**src/rtl/core/clt_pkg.sv**
```systemverilog
package clt_pkg;

    localparam int OFFSET_BITS_DEF    = 16;
    localparam int MAX_ARGS_LIMIT_DEF = 64;

    localparam int CFG_W  = 7;
    localparam int OUT_W  = 16;
    localparam int LINE_W = 16;
    localparam int NUM_W  = 7;
    localparam int BYTE_W = 8;

    localparam logic [CFG_W-1:0] MAX_ARGS_RESET = 7'd64;

    localparam logic [BYTE_W-1:0] CH_QUOTE = 8'h22;
    localparam logic [BYTE_W-1:0] CH_LF    = 8'h0A;
    localparam logic [BYTE_W-1:0] CH_CR    = 8'h0D;
    localparam logic [BYTE_W-1:0] CH_TAB   = 8'h09;
    localparam logic [BYTE_W-1:0] CH_SPACE = 8'h20;

    typedef enum logic [1:0] {
        EV_ARG       = 2'd0,
        EV_LINE      = 2'd1,
        EV_QUOTE_ERR = 2'd2,
        EV_MAX_ERR   = 2'd3
    } t_kind;

    typedef enum logic [1:0] {
        MODE_SKIP  = 2'd0,
        MODE_WORD  = 2'd1,
        MODE_QUOTE = 2'd2,
        MODE_STOP  = 2'd3
    } t_mode;

    typedef struct packed {
        t_kind              kind;
        logic [OUT_W-1:0]   offset;
        logic [OUT_W-1:0]   length;
        logic [NUM_W-1:0]   num;
        logic [LINE_W-1:0]  line;
        logic               last;
    } t_event;

    // Results of one input item: how many, and up to two of them in order.
    typedef struct packed {
        logic [1:0] count;
        t_event     ev1;
        t_event     ev0;
    } t_scan_out;

    function automatic t_event make_event(t_kind kind, logic [OUT_W-1:0] offset,
                                          logic [OUT_W-1:0] length,
                                          logic [NUM_W-1:0] num,
                                          logic [LINE_W-1:0] line);
        t_event e;
        e.kind   = kind;
        e.offset = offset;
        e.length = length;
        e.num    = num;
        e.line   = line;
        e.last   = 1'b0;
        return e;
    endfunction

endpackage

```
**src/rtl/core/command_line_tokenizer_core.sv**
```systemverilog
// Each accepted byte is held in the scanner's input register; its results are then
// written into the result queue, whose head is offered on the output.
// Throughput: one byte per cycle while the four-entry result queue has room; a byte
// yields zero to two results, and the queue gives one result per cycle when taken.
// Reset (synchronous, active low) returns to line 1, offset 0, skipping whitespace,
// with max_args at 64 and the result queue empty.
module command_line_tokenizer_core #(
    parameter int OFFSET_BITS    = clt_pkg::OFFSET_BITS_DEF,
    parameter int MAX_ARGS_LIMIT = clt_pkg::MAX_ARGS_LIMIT_DEF
) (
    input  logic                       i_clk,
    input  logic                       i_rst_n,
    input  logic                       i_s_axis_tvalid,
    output logic                       o_s_axis_tready,
    input  logic [7:0]                 i_s_axis_tdata,   // [7:0] char_byte
    input  logic                       i_s_axis_tlast,
    output logic                       o_m_axis_tvalid,
    input  logic                       i_m_axis_tready,
    // [15:0] token_offset, [31:16] token_length, [38:32] arg_number,
    // [54:39] line_no, [55] zero
    output logic [55:0]                o_m_axis_tdata,
    output logic [1:0]                 o_m_axis_tuser,   // [1:0] event_kind
    output logic                       o_m_axis_tlast,
    input  logic                       i_cfg_valid,
    output logic                       o_cfg_ready,
    input  logic [clt_pkg::CFG_W-1:0]  i_cfg_data
);
    import clt_pkg::*;

    t_scan_out  scan_res;
    t_event     r_queue [4];
    logic [1:0] r_wptr, r_rptr;
    logic [2:0] r_count, n_count;
    logic       pop;
    logic       accept;
    t_event     head;

    assign o_cfg_ready = 1'b1;
    assign accept      = i_s_axis_tvalid && o_s_axis_tready;

    clt_scan #(
        .OFFSET_BITS    (OFFSET_BITS),
        .MAX_ARGS_LIMIT (MAX_ARGS_LIMIT)
    ) u_scan (
        .i_clk      (i_clk),
        .i_rst_n    (i_rst_n),
        .i_accept   (accept),
        .i_byte     (i_s_axis_tdata),
        .i_final    (i_s_axis_tlast),
        .i_cfg_we   (i_cfg_valid),
        .i_cfg_data (i_cfg_data),
        .o_res      (scan_res)
    );

    assign pop     = o_m_axis_tvalid && i_m_axis_tready;
    assign n_count = r_count - {2'b00, pop} + {1'b0, scan_res.count};

    // The byte accepted now writes at most two results next cycle.
    assign o_s_axis_tready = n_count <= 3'd2;

    always_ff @(posedge i_clk) begin
        if (!i_rst_n) begin
            r_wptr  <= '0;
            r_rptr  <= '0;
            r_count <= '0;
        end else begin
            r_wptr  <= r_wptr + scan_res.count;
            r_rptr  <= r_rptr + {1'b0, pop};
            r_count <= n_count;
        end
    end

    always_ff @(posedge i_clk) begin
        if (scan_res.count != 2'd0) begin
            r_queue[r_wptr] <= scan_res.ev0;
        end
        if (scan_res.count == 2'd2) begin
            r_queue[r_wptr + 2'd1] <= scan_res.ev1;
        end
    end

    assign head            = r_queue[r_rptr];
    assign o_m_axis_tvalid = r_count != 3'd0;
    assign o_m_axis_tdata  = {1'b0, head.line, head.num, head.length, head.offset};
    assign o_m_axis_tuser  = head.kind;
    assign o_m_axis_tlast  = head.last;

endmodule

```
**src/rtl/core/clt_scan.sv**
```systemverilog
module clt_scan #(
    parameter int OFFSET_BITS    = clt_pkg::OFFSET_BITS_DEF,
    parameter int MAX_ARGS_LIMIT = clt_pkg::MAX_ARGS_LIMIT_DEF
) (
    input  logic                        i_clk,
    input  logic                        i_rst_n,
    input  logic                        i_accept,
    input  logic [clt_pkg::BYTE_W-1:0]  i_byte,
    input  logic                        i_final,
    input  logic                        i_cfg_we,
    input  logic [clt_pkg::CFG_W-1:0]   i_cfg_data,
    output clt_pkg::t_scan_out          o_res
);
    import clt_pkg::*;

    localparam int AW = $clog2(MAX_ARGS_LIMIT + 1);

    logic                   r_in_valid;
    logic [BYTE_W-1:0]      r_in_byte;
    logic                   r_in_final;

    t_mode                  r_mode, n_mode;
    logic [OFFSET_BITS-1:0] r_pos, n_pos;
    logic [OFFSET_BITS-1:0] r_begin, n_begin;
    logic [AW-1:0]          r_args, n_args;
    logic [LINE_W-1:0]      r_line, n_line;
    logic [CFG_W-1:0]       r_max_args;

    logic [OFFSET_BITS-1:0] pos1;
    logic [LINE_W-1:0]      line1;
    logic [31:0]            limit;
    logic                   over_limit;

    t_event                 evs [2];
    logic [1:0]             cnt;
    logic                   is_ws, is_nl, is_quote, is_cr;
    logic                   close_req, nl_post, q_post;
    logic [OFFSET_BITS-1:0] close_end;
    logic [LINE_W-1:0]      close_err;

    always_ff @(posedge i_clk) begin
        if (!i_rst_n) begin
            r_in_valid <= 1'b0;
            r_mode     <= MODE_SKIP;
            r_pos      <= '0;
            r_begin    <= '0;
            r_args     <= '0;
            r_line     <= LINE_W'(1);
            r_max_args <= MAX_ARGS_RESET;
        end else begin
            r_in_valid <= i_accept;
            if (r_in_valid) begin
                r_mode  <= n_mode;
                r_pos   <= n_pos;
                r_begin <= n_begin;
                r_args  <= n_args;
                r_line  <= n_line;
            end
            if (i_cfg_we) begin
                r_max_args <= i_cfg_data;
            end
        end
    end

    always_ff @(posedge i_clk) begin
        if (i_accept) begin
            r_in_byte  <= i_byte;
            r_in_final <= i_final;
        end
    end

    assign pos1  = (r_pos == '1) ? r_pos : r_pos + OFFSET_BITS'(1);
    assign line1 = (r_line == '1) ? r_line : r_line + LINE_W'(1);
    assign limit = (32'(r_max_args) < 32'(MAX_ARGS_LIMIT)) ? 32'(r_max_args)
                                                           : 32'(MAX_ARGS_LIMIT);
    assign over_limit = 32'(r_args) >= limit;

    assign is_nl    = r_in_byte == CH_LF;
    assign is_cr    = r_in_byte == CH_CR;
    assign is_quote = r_in_byte == CH_QUOTE;
    assign is_ws    = (r_in_byte == CH_SPACE) || (r_in_byte == CH_TAB) || is_cr;

    always_comb begin
        n_mode    = r_mode;
        n_pos     = r_pos;
        n_begin   = r_begin;
        n_args    = r_args;
        n_line    = r_line;
        evs[0]    = '0;
        evs[1]    = '0;
        cnt       = 2'd0;
        close_req = 1'b0;
        close_end = r_pos;
        close_err = r_line;
        nl_post   = 1'b0;
        q_post    = 1'b0;

        case (r_mode)
            MODE_SKIP: begin
                if (is_nl) begin
                    if (n_args != '0) begin
                        evs[cnt[0]] = make_event(EV_LINE, '0, '0,
                                                 NUM_W'(32'(n_args)), n_line);
                        cnt = cnt + 2'd1;
                    end
                    n_line = line1;
                    n_args = '0;
                end else if (is_quote) begin
                    n_mode  = MODE_QUOTE;
                    n_begin = pos1;
                end else if (!is_ws) begin
                    n_mode  = MODE_WORD;
                    n_begin = r_pos;
                    // A one-byte word on the final byte closes right away.
                    if (r_in_final) begin
                        close_req = 1'b1;
                        close_end = pos1;
                    end
                end
            end
            MODE_WORD: begin
                if (is_nl) begin
                    close_req = 1'b1;
                    close_err = line1;
                    nl_post   = 1'b1;
                end else if (is_ws || is_quote) begin
                    close_req = 1'b1;
                    q_post    = is_quote;
                end else if (r_in_final) begin
                    close_req = 1'b1;
                    close_end = pos1;
                end
            end
            MODE_QUOTE: begin
                if (is_quote) begin
                    close_req = 1'b1;
                end else if (is_cr || is_nl) begin
                    evs[cnt[0]] = make_event(EV_QUOTE_ERR,
                                             OUT_W'(32'(n_begin)), '0, '0, n_line);
                    cnt    = cnt + 2'd1;
                    n_mode = MODE_STOP;
                end
            end
            default: begin
            end
        endcase

        if (close_req) begin
            if (over_limit) begin
                evs[cnt[0]] = make_event(EV_MAX_ERR, OUT_W'(32'(n_begin)), '0, '0,
                                         close_err);
                n_mode = MODE_STOP;
            end else begin
                evs[cnt[0]] = make_event(EV_ARG, OUT_W'(32'(n_begin)),
                                         OUT_W'(32'(close_end - n_begin)),
                                         NUM_W'(32'(n_args)), n_line);
                n_args = n_args + AW'(1);
                n_mode = MODE_SKIP;
            end
            cnt = cnt + 2'd1;
        end

        if (nl_post) begin
            if (n_mode == MODE_SKIP) begin
                evs[cnt[0]] = make_event(EV_LINE, '0, '0, NUM_W'(32'(n_args)), n_line);
                cnt = cnt + 2'd1;
            end
            n_line = line1;
            n_args = '0;
        end

        // A quote that ends a word also opens a quoted argument unless the limit was hit.
        if (q_post && n_mode == MODE_SKIP) begin
            n_mode  = MODE_QUOTE;
            n_begin = pos1;
        end

        if (r_in_final) begin
            if (n_mode == MODE_QUOTE) begin
                evs[cnt[0]] = make_event(EV_QUOTE_ERR, OUT_W'(32'(n_begin)), '0, '0,
                                         n_line);
                cnt    = cnt + 2'd1;
                n_mode = MODE_STOP;
            end
            if (n_mode == MODE_SKIP && n_args != '0) begin
                evs[cnt[0]] = make_event(EV_LINE, '0, '0, NUM_W'(32'(n_args)), n_line);
                cnt = cnt + 2'd1;
            end
            n_mode  = MODE_SKIP;
            n_pos   = '0;
            n_begin = '0;
            n_args  = '0;
            n_line  = LINE_W'(1);
        end else begin
            n_pos = pos1;
        end

        if (cnt == 2'd1) begin
            evs[0].last = 1'b1;
        end
        if (cnt == 2'd2) begin
            evs[1].last = 1'b1;
        end

        o_res.count = r_in_valid ? cnt : 2'd0;
        o_res.ev0   = evs[0];
        o_res.ev1   = evs[1];
    end

endmodule
```
**config.mk**
```make
export PLATFORM = sky130hd
export DESIGN_NAME = command_line_tokenizer_core
export DESIGN_NICKNAME = d
export VERILOG_FILES = /design/src/rtl/core/clt_pkg.sv /design/src/rtl/core/command_line_tokenizer_core.sv /design/src/rtl/core/clt_scan.sv
export SDC_FILE = /design/constraint.sdc
export NUM_CORES = 1
export LEC_CHECK = 0
export BUFFER_PORTS_ARGS = -buffer_cell sky130_fd_sc_hd__buf_2
export CAP_MARGIN = 15
export CORE_ASPECT_RATIO = 0.7
export CORE_MARGIN = 2
export CORE_UTILIZATION = 35
export CTS_BUF_LIST = sky130_fd_sc_hd__clkbuf_8
export DETAILED_ROUTE_END_ITERATION = 7
export HOLD_SLACK_MARGIN = 0.12
export PLACE_DENSITY_LB_ADDON = 0.12
export SYNTH_ARGS = -nofsm -noshare
export SYNTH_HDL_FRONTEND = slang
export SYNTH_SLANG_ARGS = --single-unit
```
**constraint.sdc**
```tcl
create_clock -name i_clk -period 7.66 [get_ports i_clk]
set_input_delay 1.149 -clock i_clk [delete_from_list [all_inputs] [get_ports i_clk]]
set_output_delay 1.149 -clock i_clk [all_outputs]
set_load 0.01 [all_outputs]
```
Word level (Yosys, flattened, before mapping):

Memory sizes are Yosys's and may differ from the RTL's. A register that Yosys moved wholly into a read port is not among the register bits.
Index checks and enable logic that the tools add are counted.

* register bits after elaboration: 81
* bits in latches: 0
* bits in writable memories: 232
* bits in read-only memories: 0
* bits of input ports: 21
* word-level logic and storage cells: 172
* memories kept: 1

Memories
* r_queue: depth 4, width 58, rd ports 1, clocked after memory_dff 1, write ports 2, line command_line_tokenizer_core.sv:31 `t_event r_queue [4];`

* $add $sub $neg: 13
* $mul: 0
* divide/modulo/power cells: 0
* order comparisons: 11
* equality and inequality tests: 13
* shift operators: 0
* multiplexer cells: 99
* bitwise gates (word level): 4
* reduce and logical (&&, ||, !) cells: 19

Operators with widths (count)
* $mux W116: 8
* $bwmux W116: 5
* $mux W58: 7
* $mux W16: 20
* $demux W58 S1: 4
* $pmux W58 S2: 1
* $mux W57: 1
* $mux W7: 7
* $mux W2: 22
* $add A16 B1 Y16 const B: 2
* $eq A16 B16 Y1 const B: 2
* $ge A7 B32 Y1: 1
* $pmux W16 S2: 1
* $eq A8 B4 Y1 const B: 3
* $mux W1: 20
* $eq A8 B6 Y1 const B: 2
* $sub A16 B16 Y16: 1
* $reduce_bool A7 Y1: 2
* $add A2 B1 Y2 const B: 5
* $eq A2 B2 Y1 const B: 4
* $ge A2 B2 Y1 const B: 4
* $logic_and A1 B1 Y1: 8
* $lt A2 B1 Y1 const B: 4
* $not A1 Y2: 4
* other kinds (14): 21

Longest topological paths before layout:

Gate-level depths: netlist of run 1.

* word-level depth: 23
* mapped depth: 23
* mapped depth without buffers: 20

Modules after synthesis:

Synthesis of run 1 repeated with hierarchy kept, for this count alone.

* cells, all modules: 1681
* area, all modules: 19229.7 um2

By module, submodules not included
* command_line_tokenizer_core: times used 1, cells an instance 616, area an instance 11642.4 um2, seq. area each 7106.8 um2
* clt_scan: times used 1, cells an instance 1065, area an instance 7587.3 um2, seq. area each 1571.5 um2

Worst setup path before layout of run 1:

OpenSTA, ideal clock, no wires.

* path type: reg2out
* start point: register u_scan.r_in_byte[3]
* end point: output port o_s_axis_tready
* arrival time: 4806 ps
* data required time: 6511 ps
* slack: 1705 ps
* stages on the path, launching flop included: 20
* path buffers: 5
* path through: edfxtp_1 > or4b_1 > o211ai_2 > a211o_1 > clkbuf_1 > nand2_1 > clkbuf_1 > buf_1 > ha_1 > buf_1 > xnor2_1 > and3_1 > buf_1 > or3_1 > nand3_1 > ha_1 > fa_1 > xor2_1 > xnor2_1 > a21oi_1

* cells in the longest elaborated chain, start to end: 21
* elaborated cells on any way between the ends: 61
* those cells by class: add/sub (6); order compare (1); eq/ne (6); mux (39); reduce/logical (9)

Ends and longest elaborated chain
* start, declared: line clt_scan.sv:19 `logic [BYTE_W-1:0] r_in_byte;`
* start signal, assigned: line clt_scan.sv:67 `r_in_byte <= i_byte;`
* parallel branches: the longest is 17 deep, another holds $add A2 B1 Y2
* $mux W2 *: line clt_scan.sv:178 `if (r_in_final) begin`
* $mux W2 *: line clt_scan.sv:205 `o_res.count = r_in_valid ? cnt : 2'd0;`
* $add A3 B2 Y3 *: line command_line_tokenizer_core.sv:56 `assign n_count = r_count - {2'b00, pop} + {1'b0, scan_res.count};`
* $le A3 B2 Y1 *: line command_line_tokenizer_core.sv:59 `assign o_s_axis_tready = n_count <= 3'd2;`
* end, declared: line command_line_tokenizer_core.sv:14 `output logic o_s_axis_tready,`

Mark *: on every way between the ends. The select of a mux whose other input is x is not followed.

Worst setup path in the final report of run 1:

* start point: register u_scan.r_mode[1]
* end point: output port o_s_axis_tready

* cells in the longest elaborated chain, start to end: 18
* elaborated cells on any way between the ends: 42
* those cells by class: add/sub (6); order compare (1); eq/ne (3); mux (26); reduce/logical (6)

Ends and longest elaborated chain
* start, declared: line clt_scan.sv:22 `t_mode r_mode, n_mode;`
* start signal, assigned: line clt_scan.sv:53 `r_mode <= n_mode;`
* parallel branches: the longest is 14 deep, another holds $add A2 B1 Y2
* $mux W2 *: line clt_scan.sv:178
* $mux W2 *: line clt_scan.sv:205
* $add A3 B2 Y3 *: line command_line_tokenizer_core.sv:56
* $le A3 B2 Y1 *: line command_line_tokenizer_core.sv:59

Marked as above.

==> metrics.md, run 1 <==
| Metric | Value |
|---|---|
| Status | `completed` |
| Max-cap check violation count | `0` |
| Slowest stage delay, CP | `~0.57 ns` |
| Critical-path cell list | `nor2_1 -> nand4_1 -> buf_4 -> nand2_1 -> inv_1 -> ha_1 -> nand4_1 -> a211oi_1 -> mux2i_1 -> or2_2 -> o211a_1 -> nor2_1 -> nand2_1 -> nor2_1 -> ha_1 -> inv_1 -> fa_1 -> xor2_1 -> xnor2_1 -> a21oi_1 -> buf_2` |
| Leak Pwr | `slightly below 7 nW` |
| Final count of hold timing violations | `0` |
| Final net count | `approximately 1800` |
| CP dominant cell by count | `nor2_1` |
| Most common library cell in the layout ignoring fill and taps | `edfxtp_1` |
| Number of flops mapped to enable cells by yosys | `roughly 240` |
| Worst path bufs/invs | `4` |
| CP arrival | `6.09 ns` |
| Setup WS post-layout | `between 0.4 and 0.5 ns` |
| Top Usage Layer GRT | `met1` |
| Most frequent cells in the layout | `241 x edfxtp_1, 189 x nor2_1, 146 x mux2i_1` |
| Mapped Area | `around 18000 um^2` |
| Total GRT Usage | `a little over a fifth` |
| Drt pass-1 iters | `6` |
| Final non-filler cell total | `2474` |
| Area growth syn-to-layout | `11.6%` |
| Clock Latency Late Sink | `0.66 ns` |
| Starting Density | `approximately 35%` |
| Layout Utilization | `about 39%` |
| Overall Power | `roughly 6 mW` |
| Mapped Avg Cell Area | `11.0 um^2` |
| Post_cts resized | `0` |
| Drt wl/cell | `around 24 um` |
| Crit path max fanout | `14` |
| Post-CTS Setup Bufs | `0` |
| Synthesized net count | `about 1700` |
| Largest net degree at the start of global routing | `73` |
| Tmin final | `around 7.2 ns` |
| CP Capture Type | `output pin` |
| DR vias | `~14000` |
| Synth Flop Type | `edfxtp_1` |
| Hold_buf cts | `0` |
| I/O pin cnt | `between 80 and 90` |
| Met3 Use GR | `under 10%` |
| Worst setup SP type | `register` |
| Initial antenna violation count | `0` |
| Unique masters post-synth | `87` |
| Yosys Warn Count | `0` |
| Clock transition at path regs | `about 0.060 ns` |
| PortBufs | `80` |
| VDD IR max | `0.224 mV` |
| Final Cell Area | `around 21000 um^2` |
| PwrDens | `286 nW/um^2` |
| Die area | `54600 um^2` |
| Tcrit/Tclk final | `a little over nine tenths` |
| Post-synthesis cell count | `1685` |
| Crit path kind | `register to output pin` |
| Worst endpoint required time | `between 6 and 7 ns` |
| Worst slew margin | `29.4%` |
| Seq/Total Area, Yosys | `between 40% and 50%` |
| Worst-Margin Slew | `~1.1 ns` |
| Clock buffer depth | `3` |
| Detailed Route Iter0 Violations | `1368` |
| CP delay by family, top | `simple AND/OR/NAND/NOR gates` |
| Clock sinks | `313` |
| Grt total ovfl | `0` |
| CTS Buf Count | `between 50 and 60` |
| Root Buffer | `clkbuf_8` |
| Number of synthesized register bits | `approximately 310` |
| Post-route antenna net violation count | `0` |
| DIE WIDTH | `approximately 280 um` |
| Post-DP Area | `about 20000 um^2` |
| Slew Viols, Final | `0` |
| Met2 GRT Util | `between 20% and 30%` |
| Final Skew | `around 0.03 ns` |
| Vias in the first global route | `between 10000 and 15000` |
| GR Util met1 | `a little over a third` |
| # setup viols final | `0` |
| DR vias/cell | `about 5.6` |
| Chip Height | `just under 200 um` |
| Place WS | `1.28 ns` |
| Slowest-stage cell, CP | `dfxtp_1` |
| RSZ-0062 raised after global routing | `false` |
| Worst hold path type | `register to register` |
| Final GP Congestion | `roughly 0.92` |
| CTS tree | `yes` |
| Peak Freq | `138 MHz` |
| Final TNS setup | `0 ns` |
| Total wire length | `about 60000 um` |
| Detail Placement HPWL | `between 40000 and 50000 um` |
| Worst Hold Margin | `0.522 ns` |
| Post-synth ARST share | `0%` |
| Core area | `between 50000 and 60000 um^2` |
| H-Tree Level Count | `2` |
| Num rows | `70` |
| Residual DRC | `0` |
| Share of cells above drive strength 1 | `17.4%` |
| Placed cells | `2370` |
| First-pass GRT wire length | `89500 um` |
-- synth_stat cells (18+ instances only) --
library cell / count / area share [%]
a21oi_1: 76 / 2.1
a22oi_1: 33 / 1.3
and2_1: 21 / 0.71
buf_4: 18 / 0.73
clkbuf_1: 76 / 1.5
dfxtp_1: 72 / 7.8
edfxtp_1: 241 / 39
ha_1: 36 / 2.4
inv_1: 24 / 0.49
mux2_1: 22 / 1.3
mux2_2: 25 / 1.5
mux2i_1: 146 / 7.9
mux4_2: 58 / 7.1
nand2_1: 131 / 2.7
nand3_1: 42 / 1.1
nor2_1: 189 / 3.8
nor2b_1: 61 / 2.1
nor3_1: 37 / 1.0
o21ai_0: 74 / 2.0
xnor2_1: 27 / 1.3
xor2_1: 22 / 1.0
-- registers in the layout, indices dropped and copies added, names as in the netlist --
signal and cells:
u_scan.r_in_valid 1, r_queue 232, u_scan.r_mode 2, r_count 3
u_scan.r_args 7, r_wptr 2, r_rptr 2, u_scan.r_pos 16
u_scan.r_max_args 7, u_scan.r_begin 16, u_scan.r_in_final 1, u_scan.r_line 16
u_scan.r_in_byte 8
-- power breakdown --
| group | leakage, nW | internal (mW) | total (mW) | switching (mW) |
|---|---|---|---|---|
| Sequential | 2.79 | 2.11 | 2.23 | 0.118 |
| Combinational | 3.49 | 0.795 | 2.12 | 1.32 |
| Clock | 0.616 | 0.816 | 1.56 | 0.741 |
| Total | 6.89 | 3.72 | 5.90 | 2.18 |
-- worst paths after layout --
kind	from	end	slack (ns)	depth (start not counted)
worst max-delay path	u_scan.r_mode[1]	o_s_axis_tready	0.42	21
worst min-delay path	u_scan.r_max_args[2]	u_scan.r_max_args[2]	0.52	2
worst min register to register	u_scan.r_max_args[2]	u_scan.r_max_args[2]	0.52	2
worst max register to register	u_scan.r_mode[1]	u_scan.r_in_byte[0]	1.67	21
-- worst register-to-register path, stage by stage, from the launching register on --
cell      delay [ns]
dfxtp_1         0.57
nor2_1          0.21
nand4_1         0.27
buf_4           0.26
nand2_1         0.09
inv_1           0.10
ha_1            0.20
nand4_1         0.12
a211oi_1        0.46
mux2i_1         0.22
or2_2           0.42
o211a_1         0.30
nor2_1          0.10
nand2_1         0.25
nor2_1          0.24
ha_1            0.17
inv_1           0.06
fa_1            0.44
xor2_1          0.17
xnor2_1         0.13
a21oi_1         0.43
and2_1          0.43
-- kinds of logic (layout without fill, tap and decap cells) --
kind of cell	after synthesis	after routing	synth area share, %
flops	313	313	47.0
mux	255	255	18.3
fa+ha+maj	38	38	2.66
other cells	2	4	0.0407
compound gates	321	321	11.5
xor+xnor	49	49	2.32
buf+inv	146	249	3.67
simple gates	561	561	14.5
-- layout make-up --
class / instances / area (um^2)
multi-input cells: 1226 / 9130
inverters: 25 / 93.8
diodes: 2 / 5.00
repair buffers: 124 / 753
flip-flops and latches: 313 / 8680
fillers: 5094 / 31600
clock inverters: 41 / 274
well taps: 684 / 856
clock buffers: 59 / 812
-- layer usage --
layer / up-vias / share of wire [%]
li1: 6440 / -
met1: 6824 / 52
met2: 510 / 39
met3: 68 / 7.6
met4: 0 / 1.4
met5: - / 0
No activity file was read; power rests on OpenSTA's default activity.
==> run 2: changes to the inputs <==
--- a/config.mk
+++ b/config.mk
@@ -7,6 +7,8 @@
 export LEC_CHECK = 0
 export BUFFER_PORTS_ARGS = -buffer_cell sky130_fd_sc_hd__buf_2
 export CAP_MARGIN = 15
+export CELL_PAD_IN_SITES_DETAIL_PLACEMENT = 1
+export CELL_PAD_IN_SITES_GLOBAL_PLACEMENT = 1
 export CORE_ASPECT_RATIO = 0.7
 export CORE_MARGIN = 2
 export CORE_UTILIZATION = 35
==> metrics.md, run 2 (synthesis gave the netlist of run 1 again) <==
| Metric | Value |
|---|---|
| Num rows | `70` |
| Tcrit/Tclk final | `92.1%` |
| Setup WS post-layout | `approximately 0.60 ns` |
| RSZ-0062 raised after global routing | `false` |
| Post_cts resized | `0` |
| Most common library cell in the layout ignoring fill and taps | `edfxtp_1` |
| Final net count | `roughly 1800` |
| Slowest stage delay, CP | `0.60 ns` |
| First-pass GRT wire length | `between 90000 and 100000 um` |
| Worst slew margin | `22.3%` |
| DIE WIDTH | `279 um` |
| CP Capture Type | `output pin` |
| DR vias/cell | `between 5 and 6` |
| Worst endpoint required time | `6.51 ns` |
| Root Buffer | `clkbuf_8` |
| Worst-Margin Slew | `1.16 ns` |
| Tmin final | `slightly above 7 ns` |
| Chip Height | `between 150 and 200 um` |
| Post-route antenna net violation count | `0` |
| R2r startpoint | `u_scan.r_in_byte[0]` |
| Final TNS setup | `0 ns` |
| Clock buffer depth | `3` |
| CTS Buf Count | `53` |
| Final count of hold timing violations | `0` |
| # setup viols final | `0` |
| Peak Freq | `about 140 MHz` |
| Drt pass-1 iters | `8` |
| Max-cap check violation count | `0` |
| ANT cells | `0` |
| Core area | `around 52000 um^2` |
| Slew Viols, Final | `0` |
| Hold_buf cts | `0` |
| Layout Utilization | `39.3%` |
| I/O pin cnt | `between 80 and 90` |
| Residual DRC | `0` |
| Leak Pwr | `6.87 nW` |
| Max FFs per register | `between 200 and 250` |
| Final Skew | `0.0417 ns` |
| Largest register by flop count | `r_queue` |
| Worst path bufs/invs | `3` |
| Crit path max fanout | `19` |
| Detailed Route Iter0 Violations | `1248` |
| DR vias | `approximately 14000` |
| Detail Placement HPWL | `roughly 44000 um` |
| Worst setup SP type | `register` |
| PortBufs | `80` |
| Total GRT Usage | `a little under a quarter` |
| Most frequent cells in the layout | `241 x edfxtp_1, 189 x nor2_1, 146 x mux2i_1` |
| Post-CTS Setup Bufs | `0` |
| CP arrival | `~6 ns` |
| CTS tree | `yes` |
| Hold_sp | `u_scan.r_max_args[1]` |
| Die area | `~55000 um^2` |
| Total wire length | `between 60000 and 70000 um` |
| Crit path kind | `register to output pin` |
| Worst hold path type | `register to register` |
| Initial antenna violation count | `0` |
| Vias in the first global route | `14300` |
| VDD IR max | `a little over 0.2 mV` |
| Largest net degree at the start of global routing | `73` |
| Drt wl/cell | `between 20 and 30 um` |
| Share of cells above drive strength 1 | `between 10% and 20%` |
| Slowest-stage cell, CP | `dfxtp_1` |
| Fillcell total | `5755` |
| Starting Density | `a little over a third` |
| Overall Power | `around 5.9 mW` |
| Grt total ovfl | `0` |
| Critical-path cell list | `nor2_1 -> nand4_1 -> buf_4 -> nand2_1 -> inv_1 -> ha_1 -> nand4_1 -> a211oi_1 -> mux2i_1 -> or2_2 -> o211a_1 -> o21ai_0 -> nand3_1 -> ha_1 -> fa_1 -> xor2_1 -> xnor2_1 -> a21oi_2 -> buf_2` |
| Area growth syn-to-layout | `11.0%` |
| Status | `completed` |
| PwrDens | `about 290 nW/um^2` |
| Clock sinks | `313` |
| Clock Latency Late Sink | `roughly 0.66 ns` |
| Worst Setup SP | `u_scan.r_mode[1]` |
| CP delay by family, top | `compound AO/OA/AOI/OAI gates` |
| Clock transition at path regs | `about 0.07 ns` |
| Final GP Congestion | `approximately 0.86` |
| Place WS | `1.22 ns` |
| H-Tree Level Count | `2` |
[run 2: final cells by class]
cell class | count | area, um^2 | area share [%]
timing repair buffer | 131 | 783 | 3.82
clock buffer | 54 | 743 | 3.62
clock inverter | 43 | 214 | 1.04
multi-input combinational | 1226 | 9130 | 44.5
inverter | 25 | 93.8 | 0.458
sequential | 313 | 8680 | 42.3
tap | 684 | 856 | 4.17
[run 2: worst paths after layout]
check | cells past startpoint | slack (ns) | to
worst max-delay path | 19 | 0.60 | o_s_axis_tready
worst min-delay path | 2 | 0.54 | u_scan.r_max_args[1]
worst max register to register | 17 | 1.68 | r_queue[0][39]
worst min register to register | 2 | 0.54 | u_scan.r_max_args[1]
[run 2: where the power goes]
| part | internal, mW | switching [mW] |
|---|---|---|
| Clock | 0.691 | 0.738 |
| Combinational | 0.799 | 1.42 |
| Sequential | 2.11 | 0.116 |
[run 2: stage by stage]
stage	instances	area, um^2	hold slack (ns)
after floorplan	1685	18500	0.474
after global placement	2379	19500	0.499
after detailed placement	2379	19500	0.516
after CTS	2476	20500	0.534
after global routing	2476	20500	0.567
final	2476	20500	0.537
[run 2: layer usage]
metal	up-vias	global-route usage, %	part of all wire, %
li1	6452	-	-
met1	7243	39.4	54
met2	441	30.3	37
met3	62	4.44	6.9
met4	0	4.58	1.4
met5	-	0	0
[run 2: worst register-to-register path, stage by stage, from the launching register on]
cell and delay (ns):
edfxtp_1 0.50, nor3b_2 0.45, nand3_1 0.53, o31ai_1 0.62
a32oi_1 0.12, o21ai_0 0.47, inv_1 0.16, ha_1 0.29
nor2b_1 0.12, o21ai_0 0.14, nand2b_1 0.11, a31oi_1 0.37
o211ai_1 0.27, a41oi_1 0.42, o21ai_0 0.18, xnor2_1 0.63
nand2_1 0.25, nor2_1 0.17
